**src/design/csd_pkg.sv**
```systemverilog
`timescale 1ns / 1ps

package csd_pkg;

  // Register index codes, taken from paddr[2] (word aligned map)
  localparam logic REG_LOCK_SECONDS = 1'b0;
  localparam logic REG_DRIFT_LIMIT  = 1'b1;

  localparam logic [7:0]  LOCK_SECONDS_RESET = 8'd5;
  localparam logic [16:0] DRIFT_LIMIT_RESET  = 17'd3;

  // Tick and manual clock set codes of the action field
  localparam logic ACTION_TICK   = 1'b0;
  localparam logic ACTION_MANUAL = 1'b1;

  // Remote date window
  localparam logic [15:0] YEAR_MIN = 16'd2000;
  localparam logic [15:0] YEAR_MAX = 16'd2099;
  // Base year for the weekday sum; multiple of 4 below YEAR_MIN - 1
  localparam logic [15:0] YEAR_BASE = 16'd1996;
  // (7000 + 1996 + 1996/4 - 15) mod 7; century terms fold to -15 in the window
  localparam logic [7:0]  DOW_BIAS = 8'd2;

  typedef struct packed {
    logic [7:0]  lock_seconds;
    logic [16:0] drift_limit;
  } cfg_t;

  typedef struct packed {
    logic        action;
    logic        link_ok;
    logic [16:0] local_second_of_day;
    logic [4:0]  local_day;
    logic [3:0]  local_month;
    logic [11:0] local_year;
    logic [7:0]  remote_hour;
    logic [7:0]  remote_minute;
    logic [7:0]  remote_second;
    logic [7:0]  remote_day;
    logic [7:0]  remote_month;
    logic [15:0] remote_year;
  } item_t;

  typedef struct packed {
    logic       set_date;
    logic       set_time;
    logic [2:0] day_of_week;
    logic [8:0] day_of_year;
    logic [7:0] lock_remaining;
  } result_t;

  // Days in the year before the first of month m
  function automatic logic [8:0] days_before(input logic [3:0] m);
    logic [8:0] r;
    case (m)
      4'd2:    r = 9'd31;
      4'd3:    r = 9'd59;
      4'd4:    r = 9'd90;
      4'd5:    r = 9'd120;
      4'd6:    r = 9'd151;
      4'd7:    r = 9'd181;
      4'd8:    r = 9'd212;
      4'd9:    r = 9'd243;
      4'd10:   r = 9'd273;
      4'd11:   r = 9'd304;
      4'd12:   r = 9'd334;
      default: r = 9'd0;
    endcase
    return r;
  endfunction

  // floor(31 * mm / 12) for the March-based month mm
  function automatic logic [4:0] month_offset(input logic [3:0] mm);
    logic [4:0] r;
    case (mm)
      4'd1:    r = 5'd2;
      4'd2:    r = 5'd5;
      4'd3:    r = 5'd7;
      4'd4:    r = 5'd10;
      4'd5:    r = 5'd12;
      4'd6:    r = 5'd15;
      4'd7:    r = 5'd18;
      4'd8:    r = 5'd20;
      4'd9:    r = 5'd23;
      4'd10:   r = 5'd25;
      4'd11:   r = 5'd28;
      4'd12:   r = 5'd31;
      default: r = 5'd0;
    endcase
    return r;
  endfunction

  // Remainder by 7: fold base-64 and base-8 digits (both are 1 mod 7)
  function automatic logic [2:0] mod7(input logic [7:0] v);
    logic [6:0] a;
    logic [3:0] b;
    logic [3:0] c;
    a = {5'd0, v[7:6]} + {1'b0, v[5:0]};
    b = a[6:3] + {1'b0, a[2:0]};
    c = (b >= 4'd7) ? b - 4'd7 : b;
    c = (c >= 4'd7) ? c - 4'd7 : c;
    return c[2:0];
  endfunction

endpackage

```
**src/design/csd_regs.sv**
```systemverilog
`timescale 1ns / 1ps

module csd_regs (
  input  logic                clk,
  input  logic                rst,
  input  logic                psel,
  input  logic                penable,
  input  logic                pwrite,
  input  logic [2:0]          paddr,
  input  logic [31:0]         pwdata,
  output logic [31:0]         prdata,
  output logic                pready,
  output csd_pkg::cfg_t       cfg
);

  logic wr_en;

  assign pready = 1'b1;
  assign wr_en  = psel & penable & pwrite;

  // Write the addressed register
  always_ff @(posedge clk) begin
    if (rst) begin
      cfg.lock_seconds <= csd_pkg::LOCK_SECONDS_RESET;
      cfg.drift_limit  <= csd_pkg::DRIFT_LIMIT_RESET;
    end else if (wr_en) begin
      case (paddr[2])
        csd_pkg::REG_LOCK_SECONDS: cfg.lock_seconds <= pwdata[7:0];
        csd_pkg::REG_DRIFT_LIMIT:  cfg.drift_limit  <= pwdata[16:0];
        default: ;
      endcase
    end
  end

  // Read back the addressed register
  always_comb begin
    case (paddr[2])
      csd_pkg::REG_LOCK_SECONDS: prdata = {24'd0, cfg.lock_seconds};
      csd_pkg::REG_DRIFT_LIMIT:  prdata = {15'd0, cfg.drift_limit};
      default:                   prdata = 32'd0;
    endcase
  end

endmodule

```
**src/design/csd_eval.sv**
```systemverilog
`timescale 1ns / 1ps

module csd_eval (
  input  csd_pkg::item_t   item,
  input  csd_pkg::cfg_t    cfg,
  input  logic [7:0]       lock,
  output csd_pkg::result_t res
);

  logic        date_diff;
  logic        date_ok;
  logic        date_hit;
  logic        time_ok;
  logic        time_hit;
  logic [7:0]  lock_dec;
  logic [7:0]  lock_mid;
  logic        jan_feb;
  logic [15:0] yy;
  logic [15:0] t_full;
  logic [6:0]  t;
  logic [3:0]  mm;
  logic [7:0]  dow_sum;
  logic        leap;
  logic [8:0]  doy;
  logic [19:0] rsod;
  logic [19:0] lsod;
  logic [19:0] diff;

  // Count the lock down, never below zero
  assign lock_dec = (lock != 8'd0) ? lock - 8'd1 : 8'd0;

  // Date check
  assign date_diff = (item.remote_day != {3'd0, item.local_day}) ||
                     (item.remote_month != {4'd0, item.local_month}) ||
                     (item.remote_year != {4'd0, item.local_year});
  assign date_ok   = (item.remote_day >= 8'd1) && (item.remote_day <= 8'd31) &&
                     (item.remote_month >= 8'd1) && (item.remote_month <= 8'd12) &&
                     (item.remote_year >= csd_pkg::YEAR_MIN) &&
                     (item.remote_year <= csd_pkg::YEAR_MAX);
  assign date_hit  = item.link_ok && (lock_dec == 8'd0) && date_diff && date_ok;
  assign lock_mid  = date_hit ? cfg.lock_seconds : lock_dec;

  // Weekday: March-based year, offset from the base year
  assign jan_feb = (item.remote_month[3:0] <= 4'd2);
  assign yy      = item.remote_year - {15'd0, jan_feb};
  assign t_full  = yy - csd_pkg::YEAR_BASE;
  assign t       = t_full[6:0];
  assign mm      = jan_feb ? item.remote_month[3:0] + 4'd10 : item.remote_month[3:0] - 4'd2;
  assign dow_sum = csd_pkg::DOW_BIAS + {3'd0, item.remote_day[4:0]} + {1'b0, t} +
                   {3'd0, t[6:2]} + {3'd0, csd_pkg::month_offset(mm)};

  // Ordinal day; every year divisible by 4 in the window is a leap year
  assign leap = (item.remote_year[1:0] == 2'd0);
  assign doy  = {4'd0, item.remote_day[4:0]} + csd_pkg::days_before(item.remote_month[3:0]) +
                {8'd0, (item.remote_month[3:0] > 4'd2) && leap};

  // Time check
  assign rsod = ({12'd0, item.remote_hour} * 20'd3600) +
                ({12'd0, item.remote_minute} * 20'd60) +
                {12'd0, item.remote_second};
  assign lsod = {3'd0, item.local_second_of_day};
  assign diff = (lsod > rsod) ? lsod - rsod : rsod - lsod;
  assign time_ok = (item.remote_hour >= 8'd1) && (item.remote_hour <= 8'd23) &&
                   (item.remote_minute >= 8'd1) && (item.remote_minute <= 8'd59) &&
                   (item.remote_second >= 8'd1) && (item.remote_second <= 8'd59);
  assign time_hit = item.link_ok && (lock_mid == 8'd0) && (rsod != 20'd0) &&
                    (diff > {3'd0, cfg.drift_limit}) && time_ok;

  // Assemble the result word
  always_comb begin
    if (item.action == csd_pkg::ACTION_MANUAL) begin
      res.set_date       = 1'b0;
      res.set_time       = 1'b0;
      res.day_of_week    = 3'd0;
      res.day_of_year    = 9'd0;
      res.lock_remaining = cfg.lock_seconds;
    end else begin
      res.set_date       = date_hit;
      res.set_time       = time_hit;
      res.day_of_week    = date_hit ? csd_pkg::mod7(dow_sum) : 3'd0;
      res.day_of_year    = date_hit ? doy : 9'd0;
      res.lock_remaining = time_hit ? cfg.lock_seconds : lock_mid;
    end
  end

endmodule

```
**src/design/clock_sync_decider.sv**
```systemverilog
`timescale 1ns / 1ps
// Path: each word is registered in the input register, then in the result
// register, and waits in the input register while the result is not taken.
// Throughput: one word per cycle while out_ready does not stall; the lock counter
// updates once per evaluated word in the result stage.
// Reset (synchronous, rst high): both stages empty, lock counter 0,
// lock_seconds 5, drift_limit 3.

module clock_sync_decider (
  input  logic        clk,
  input  logic        rst,
  input  logic        in_valid,
  output logic        in_ready,
  input  logic        action,
  input  logic        link_ok,
  input  logic [16:0] local_second_of_day,
  input  logic [4:0]  local_day,
  input  logic [3:0]  local_month,
  input  logic [11:0] local_year,
  input  logic [7:0]  remote_hour,
  input  logic [7:0]  remote_minute,
  input  logic [7:0]  remote_second,
  input  logic [7:0]  remote_day,
  input  logic [7:0]  remote_month,
  input  logic [15:0] remote_year,
  output logic        out_valid,
  input  logic        out_ready,
  output logic        set_date,
  output logic        set_time,
  output logic [2:0]  day_of_week,
  output logic [8:0]  day_of_year,
  output logic [7:0]  lock_remaining,
  input  logic        psel,
  input  logic        penable,
  input  logic        pwrite,
  input  logic [2:0]  paddr,
  input  logic [31:0] pwdata,
  output logic [31:0] prdata,
  output logic        pready
);

  csd_pkg::cfg_t    cfg;
  csd_pkg::item_t   item_q;
  csd_pkg::result_t res;
  csd_pkg::result_t res_q;
  logic             item_valid;
  logic             advance;
  logic [7:0]       lock;

  csd_regs u_regs (
    .clk     (clk),
    .rst     (rst),
    .psel    (psel),
    .penable (penable),
    .pwrite  (pwrite),
    .paddr   (paddr),
    .pwdata  (pwdata),
    .prdata  (prdata),
    .pready  (pready),
    .cfg     (cfg)
  );

  csd_eval u_eval (
    .item (item_q),
    .cfg  (cfg),
    .lock (lock),
    .res  (res)
  );

  // Move a word into the result stage when it is empty or draining
  assign advance  = item_valid && (!out_valid || out_ready);
  assign in_ready = !item_valid || advance;

  // Input stage
  always_ff @(posedge clk) begin
    if (rst) begin
      item_valid <= 1'b0;
    end else if (in_ready) begin
      item_valid <= in_valid;
    end
  end

  always_ff @(posedge clk) begin
    if (in_valid && in_ready) begin
      item_q <= '{action: action, link_ok: link_ok,
                  local_second_of_day: local_second_of_day,
                  local_day: local_day, local_month: local_month,
                  local_year: local_year, remote_hour: remote_hour,
                  remote_minute: remote_minute, remote_second: remote_second,
                  remote_day: remote_day, remote_month: remote_month,
                  remote_year: remote_year};
    end
  end

  // Result stage and lock counter
  always_ff @(posedge clk) begin
    if (rst) begin
      out_valid <= 1'b0;
      lock      <= 8'd0;
    end else if (advance) begin
      out_valid <= 1'b1;
      lock      <= res.lock_remaining;
    end else if (out_ready) begin
      out_valid <= 1'b0;
    end
  end

  always_ff @(posedge clk) begin
    if (advance) begin
      res_q <= res;
    end
  end

  assign set_date       = res_q.set_date;
  assign set_time       = res_q.set_time;
  assign day_of_week    = res_q.day_of_week;
  assign day_of_year    = res_q.day_of_year;
  assign lock_remaining = res_q.lock_remaining;

endmodule

```
**config.mk**
```make
export PLATFORM = sky130hd
export DESIGN_NAME = clock_sync_decider
export DESIGN_NICKNAME = d
export VERILOG_FILES = /design/src/design/csd_pkg.sv /design/src/design/csd_regs.sv /design/src/design/csd_eval.sv /design/src/design/clock_sync_decider.sv
export SDC_FILE = /design/constraint.sdc
export NUM_CORES = 1
export LEC_CHECK = 0
export BUFFER_PORTS_ARGS = -buffer_cell sky130_fd_sc_hd__buf_4
export CAP_MARGIN = 20
export CORE_UTILIZATION = 59
export DETAILED_ROUTE_END_ITERATION = 12
export HOLD_SLACK_MARGIN = 0.05
export PLACE_DENSITY = 0.82
export SLEW_MARGIN = 10
export SYNTH_ARGS = -nofsm -noshare
export SYNTH_HDL_FRONTEND = slang
export SYNTH_HIERARCHICAL = 1
export SYNTH_SLANG_ARGS = --single-unit
```
**constraint.sdc**
```tcl
create_clock -name clk -period 9.35 [get_ports clk]
set_input_delay 1.4025 -clock clk [delete_from_list [all_inputs] [get_ports clk]]
set_output_delay 1.4025 -clock clk [all_outputs]
set_load 0.05 [all_outputs]
```
# After elaboration in Yosys (flattened, before gate mapping)
# Memories as Yosys holds them, arrays and structs flattened. A register that Yosys moved wholly into a read port is not among the register bits.
# Cells that the tools add are included.
# Widths: inputs -> output; s select.
# word_totals
register_bits	153
romBits	224
output_inout_bits	57
memories	2
# memory_table
memory	words	width	rd	rd_ports_with_merged_regs	write_ports	line_no	source
(name not given)	16	9	1	1	0	csd_pkg.sv:55	case (m)
(name not given)	16	5	1	0	0	csd_pkg.sv:75	case (mm)
# op_classes
addsub	19
mul	2
order_cmp	18
eq_ne	3
muxes	12
bitwise_logic	4
n_reduce_logical	35
# ops
cell	count
$pmux 32 s2	1
$ge 8x1->1 const B	5
$mux 8	4
$add 20x14->20	1
$add 20x8->20	1
$gt 17x20->1	1
$gt 20x17->1	1
$logic_and 1x1->1	20
$mux 20	1
$reduce_bool 20->1	1
$sub 17x20->20	1
$sub 20x17->20	1
$add 8x5->8	2
$ge 16x11->1 const B	1
$le 16x12->1 const B	1
$le 8x5->1 const B	2
$le 8x6->1 const B	2
$logic_not 8->1	2
$mul 8x8->16 const B	1
$ne 16x12->1	1
$mul 8x4->12 const B	1
$mux 4	3
$add 5x9->9	1
$add 9x1->9	1
28 further kinds	37

# Longest topological paths before layout
# depth
word_depth	15
ltp_mapped	45

# By module
# The synthesis kept the hierarchy.
# modules_own_cells
module	n_inst	cells_each	area_each_um2	seq_area_each_um2
csd_eval	1	997	7777.5	0.0
clock_sync_decider	1	162	3986.3	3743.6
csd_regs	1	140	1377.6	500.5

# Worst setup path after synthesis
# No wires, ideal clock.
# synth_timing
path_kind	register to register
startpoint	register item_q[42] (netlist bit)
endpoint	register res_q, in the netlist lock_remaining[0] (data pin)
arrival_time_ps	8330
setup_slack_ps	734
stages_incl_launch_ff	39
synth_period_minus_slack_ps	8616
path_cell_list	edfxtp_1 > fa_1 > fa_1 > ha_1 > a21o_1 > a21oi_1 > o21bai_1 > a21oi_1 > nor2b_1 > o21a_1 > nor2_1 > xnor2_1 > ha_1 > ha_1 > nand4_1 > nor4_1 > nor3_1 > o31ai_1 > [3 not listed] > and3_1 > nand3_1 > nor4_1 > nor3_2 > nand2_2 > buf_2 > mux2_2 > ha_1 > nor2b_1 > o21ai_0 > nand2b_1 > a21oi_1 > o21ai_0 > a21oi_1 > o21ai_0 > o31a_1 > a2111oi_4 > o211ai_1
# synth_lines
item	line_no	source
start, declared	clock_sync_decider.sv:43	csd_pkg::item_t item_q;
start signal, assigned	clock_sync_decider.sv:85	item_q <= '{action: action, link_ok: link_ok,
end signal, assigned	clock_sync_decider.sv:110	res_q <= res;
end, declared	clock_sync_decider.sv:45	csd_pkg::result_t res_q;

==> report_table.html <==
<table>
<tr><th>Metric</th><th>Value</th></tr>
<tr><th colspan="2">STA</th></tr>
<tr><td>Slew of the pin with the lowest slew margin</td><td>0.9009 ns</td></tr>
<tr><td>Period utilisation layout</td><td>0.9603</td></tr>
<tr><td>WHS</td><td>roughly 0.5 ns</td></tr>
<tr><td>Number of pins with negative max-slew slack in the final report</td><td>0</td></tr>
<tr><td>Fin. Hold Viols</td><td>0</td></tr>
<tr><td>Slew margin rel.</td><td>0.3938</td></tr>
<tr><td>Final setup skew</td><td>0.01040 ns</td></tr>
<tr><td>Final setup fails</td><td>0</td></tr>
<tr><td>Minimum clock period after layout</td><td>roughly 9.0 ns</td></tr>
<tr><td>Max frequency</td><td>111.4 MHz</td></tr>
<tr><th colspan="2">Routing</th></tr>
<tr><td>Post-DRT Antenna Nets</td><td>0</td></tr>
<tr><td>Pre-Repair DR Iteration Count</td><td>6</td></tr>
<tr><td>Number of vias per cell</td><td>around 5.7</td></tr>
<tr><td>Detailed-route DRC error count</td><td>0</td></tr>
<tr><td>Final Routed Wirelength</td><td>~30000 um</td></tr>
<tr><td>Via total after detailed routing</td><td>a little over 10000</td></tr>
<tr><td>Initial detailed-routing violation count</td><td>about 540</td></tr>
<tr><td>Final routed wire length divided by cell count</td><td>about 17 um</td></tr>
<tr><th colspan="2">Global route</th></tr>
<tr><td>Initial antenna violation count</td><td>0</td></tr>
<tr><td>Via count of the first global-routing pass</td><td>a little under 10000</td></tr>
<tr><td>Wire length of the first global-routing pass</td><td>~47000 um</td></tr>
<tr><td>Maximum number of pins on one net before global-route repair</td><td>63</td></tr>
<tr><td>Remaining global-route overflow</td><td>0</td></tr>
<tr><td>Most used routing layer in global routing</td><td>met2</td></tr>
<tr><td>Met2 GRT Util</td><td>0.4735</td></tr>
<tr><td>Met1 Track Usage GR</td><td>0.3345</td></tr>
<tr><td>GRT Overall Usage</td><td>0.2665</td></tr>
<tr><td>Global routing usage on met3</td><td>0.03494</td></tr>
<tr><th colspan="2">Synthesis</th></tr>
<tr><td>Share of the synthesized area in the top cell type</td><td>0.2696</td></tr>
<tr><td>Share of flip-flops with an asynchronous set or reset</td><td>0</td></tr>
<tr><td>Library cell with the largest summed area after synthesis</td><td>sky130_fd_sc_hd__edfxtp_1</td></tr>
<tr><td>Most instantiated flip-flop cell in the synthesis netlist</td><td>sky130_fd_sc_hd__edfxtp_1</td></tr>
<tr><td>Cell area after technology mapping</td><td>13140 um^2</td></tr>
<tr><td>Post-synthesis cell count</td><td>1299</td></tr>
<tr><td>Number of enable flip-flop cells after synthesis</td><td>118</td></tr>
<tr><td>Flop and latch count out of synthesis</td><td>~150</td></tr>
<tr><td>Largest cells by area after synthesis</td><td>sky130_fd_sc_hd__edfxtp_1 27%, sky130_fd_sc_hd__ha_1 17%, sky130_fd_sc_hd__fa_1 6.6%</td></tr>
<tr><td>Average cell area after synthesis</td><td>between 10 and 15 um^2</td></tr>
<tr><td>Count of different cell masters after synthesis</td><td>80</td></tr>
<tr><td>Post-synthesis sequential area ratio</td><td>0.3230</td></tr>
<tr><td>Synth Warn #</td><td>6</td></tr>
<tr><th colspan="2">Die</th></tr>
<tr><td>Die boundary height</td><td>about 150 um</td></tr>
<tr><td>Core outline area</td><td>21820 um^2</td></tr>
<tr><td>Full die area</td><td>around 23000 um^2</td></tr>
<tr><td>Overall die width</td><td>between 150 and 200 um</td></tr>
<tr><td>Num rows</td><td>54</td></tr>
<tr><td>Total I/O pin count</td><td>a little under 200</td></tr>
<tr><td>Starting utilization of the core area</td><td>0.6022</td></tr>
<tr><th colspan="2">Worst setup path</th></tr>
<tr><td>CP Class</td><td>reg -&gt; reg</td></tr>
<tr><td>Largest stage delay, worst path</td><td>a little under 0.6 ns</td></tr>
<tr><td>CP dominant cell by count</td><td>sky130_fd_sc_hd__buf_4</td></tr>
<tr><td>Worst path buffer plus inverter count</td><td>7</td></tr>
<tr><td>Cell class contributing the biggest share of worst-path delay</td><td>adder cells</td></tr>
<tr><td>Crit path from</td><td>item_q[42]</td></tr>
<tr><td>Arrival time at the worst endpoint</td><td>a little over 9 ns</td></tr>
<tr><td>Crit. End Element</td><td>flop</td></tr>
<tr><td>Worst endpoint required time</td><td>9.65 ns</td></tr>
<tr><td>Internal reg-to-reg setup slack</td><td>0.37 ns</td></tr>
<tr><td>Setup crit start kind</td><td>flop</td></tr>
<tr><td>FF-to-FF Start</td><td>item_q[42]</td></tr>
<tr><td>Worst-path maximum fanout</td><td>13</td></tr>
<tr><td>Critical-path cell with the highest stage delay</td><td>sky130_fd_sc_hd__fa_1</td></tr>
<tr><th colspan="2">Placement</th></tr>
<tr><td>Count of buffers from port buffering</td><td>161</td></tr>
<tr><td>Routability congestion estimate</td><td>0.9328</td></tr>
<tr><td>Post-DP HPWL</td><td>between 20000 and 25000 um</td></tr>
<tr><td>Number of placed instances, taps included</td><td>roughly 1700</td></tr>
<tr><th colspan="2">Status</th></tr>
<tr><td>Outcome</td><td>finished, final reports clean</td></tr>
<tr><th colspan="2">Cells and area</th></tr>
<tr><td>Share of post-route cells with drive strength above 1</td><td>0.1977</td></tr>
<tr><td>Nets</td><td>~1800</td></tr>
<tr><td>Area growth, synth to finish</td><td>18.23%</td></tr>
<tr><td>Count of antenna diodes in the layout</td><td>0</td></tr>
<tr><td>Non-filler instance count after layout</td><td>around 1800</td></tr>
<tr><td>FILL cells</td><td>1554</td></tr>
<tr><th colspan="2">CTS</th></tr>
<tr><td>Inserted Clock Buffers</td><td>17</td></tr>
<tr><td>Clock root cell</td><td>sky130_fd_sc_hd__clkbuf_16</td></tr>
<tr><td>Number of buffers between clock root and the deepest sink</td><td>2</td></tr>
<tr><td># H-tree levels</td><td>4</td></tr>
<tr><td>Number of clock sinks</td><td>about 150</td></tr>
<tr><td>Clock slew at reported path FFs</td><td>around 0.07 ns</td></tr>
<tr><td>TritonCTS clock tree</td><td>yes</td></tr>
<tr><td>Clk Latency, worst-skew pair</td><td>around 0.43 ns</td></tr>
<tr><td>Hold-fix buffer count after cts</td><td>0</td></tr>
<tr><th colspan="2">Min path</th></tr>
<tr><td>Hold WC Path Type</td><td>reg -&gt; reg</td></tr>
<tr><td>Critical hold path startpoint</td><td>u_regs/cfg[10]</td></tr>
<tr><th colspan="2">Run</th></tr>
<tr><td>Max-cap violations</td><td>0</td></tr>
</table>
[registers in the layout, indices dropped and copies added, names as in the netlist]
name	cells
lock_remaining	8
out_valid	1
u_regs/cfg	25
day_of_week	3
item_q	96
item_valid	1
set_time	1
set_date	1
lock	8
day_of_year	9
[path summary, 6_finish.rpt]
kind / to / cells past startpoint
worst max-delay path: lock[2] / 42
worst min-delay path: u_regs/cfg[10] / 2
worst max register to register: lock[2] / 42
worst min register to register: u_regs/cfg[10] / 2
[cells by family after synthesis]
family,count (synthesis),synth area share
other cells,2,0.0005715
simple gates,336,0.1392
compound gates,247,0.1274
flops,153,0.3230
buf+inv,184,0.06132
xor+xnor,101,0.06893
fa+ha+maj,220,0.2340
mux,56,0.04561
[placed cells by master (no fill, tap or decap), types with 18 or more instances in the layout]
| cell | Yosys | layout |
|---|---|---|
| sky130_fd_sc_hd__ha_1 | 177 | 169 |
| sky130_fd_sc_hd__xor2_1 | 50 | 49 |
| sky130_fd_sc_hd__nor4_1 | 20 | 18 |
| sky130_fd_sc_hd__edfxtp_1 | 118 | 118 |
| sky130_fd_sc_hd__nand3_1 | 20 | 19 |
| sky130_fd_sc_hd__nand2b_1 | 66 | 66 |
| sky130_fd_sc_hd__inv_1 | 137 | 137 |
| sky130_fd_sc_hd__a21o_1 | 28 | 28 |
| sky130_fd_sc_hd__a21oi_1 | 69 | 63 |
| sky130_fd_sc_hd__dfxtp_1 | 35 | 35 |
| sky130_fd_sc_hd__fa_1 | 43 | 43 |
| sky130_fd_sc_hd__nor3_1 | 27 | 26 |
| sky130_fd_sc_hd__buf_4 | 16 | 203 |
| sky130_fd_sc_hd__o21ai_0 | 46 | 45 |
| sky130_fd_sc_hd__nor2_1 | 66 | 64 |
| sky130_fd_sc_hd__xnor2_1 | 49 | 48 |
| sky130_fd_sc_hd__nand2_1 | 49 | 49 |
| sky130_fd_sc_hd__mux2i_1 | 43 | 43 |
[metal layers]
layer	wire length, um	share of wire
met5	0	0
met4	661	0.022
met3	1729	0.057
met2	15130	0.50
met1	12850	0.42
[worst register-to-register path: cells and delay by family (launching register included)]
| family | cells | cell delay [ns] |
|---|---|---|
| DFF | 1 | 0.44 |
| adders and majority gates | 7 | 2.62 |
| and+or+nand+nor | 11 | 1.55 |
| muxes | 3 | 0.60 |
| buffers and inverters | 7 | 1.22 |
| xor gates and xnor gates | 2 | 0.37 |
| AOI/OAI and AO/OA | 12 | 2.10 |
[synth_stat cells, drive strengths merged, types with 7 or more instances]
cell / count
nand3: 20
o31ai: 9
xnor2: 49
mux2: 11
o21a: 7
fa: 43
inv: 137
a21o: 29
ha: 177
mux2i: 43
a211oi: 19
nor2b: 15
nand2: 50
edfxtp: 118
o21bai: 7
nand3b: 11
o21ai: 46
and2: 13
nor4: 20
o211ai: 11
nor2: 66
xor2: 51
dfxtp: 35
nand4: 17
or3: 11
clkbuf: 20
nand2b: 66
nor3: 28
buf: 27
a31oi: 8
a21oi: 70
[stage by stage]
stage / setup TNS (ns) / util / area [um^2] / worst slack, ns
finish: 0 / 0.7120 / 15540 / 0.3715
CTS: 0 / 0.7026 / 15330 / 0.04298
global placement: 0 / 0.6742 / 14710 / 0.2131
global route: -1.245 / 0.7120 / 15540 / -0.1175
floorplan: 0 / - / 13190 / 0.7340
detailed placement: 0 / 0.6742 / 14710 / 0.04548
[cell type report]
type | count | area (um^2) | share of cell area
inverters | 137 | 514.2 | 0.03310
flip-flops and latches | 153 | 4244 | 0.2732
multi-input cells | 976 | 8303 | 0.5344
clock buffers | 18 | 429.2 | 0.02762
repair buffers | 204 | 1535 | 0.09881
clock inverters | 14 | 161.4 | 0.01039
well taps | 280 | 350.3 | 0.02255
[repair_timing]
item                       4_1_cts  5_1_grt
setup endpoints to repair       12       18
cloned                           0        1
pin swaps                        1        8
resized for setup                0       31
buffers inserted                 4        6
Power is left out: the tool's default activity adds up to more than one toggle a clock period on the data nets, which glitch-free logic cannot reach.
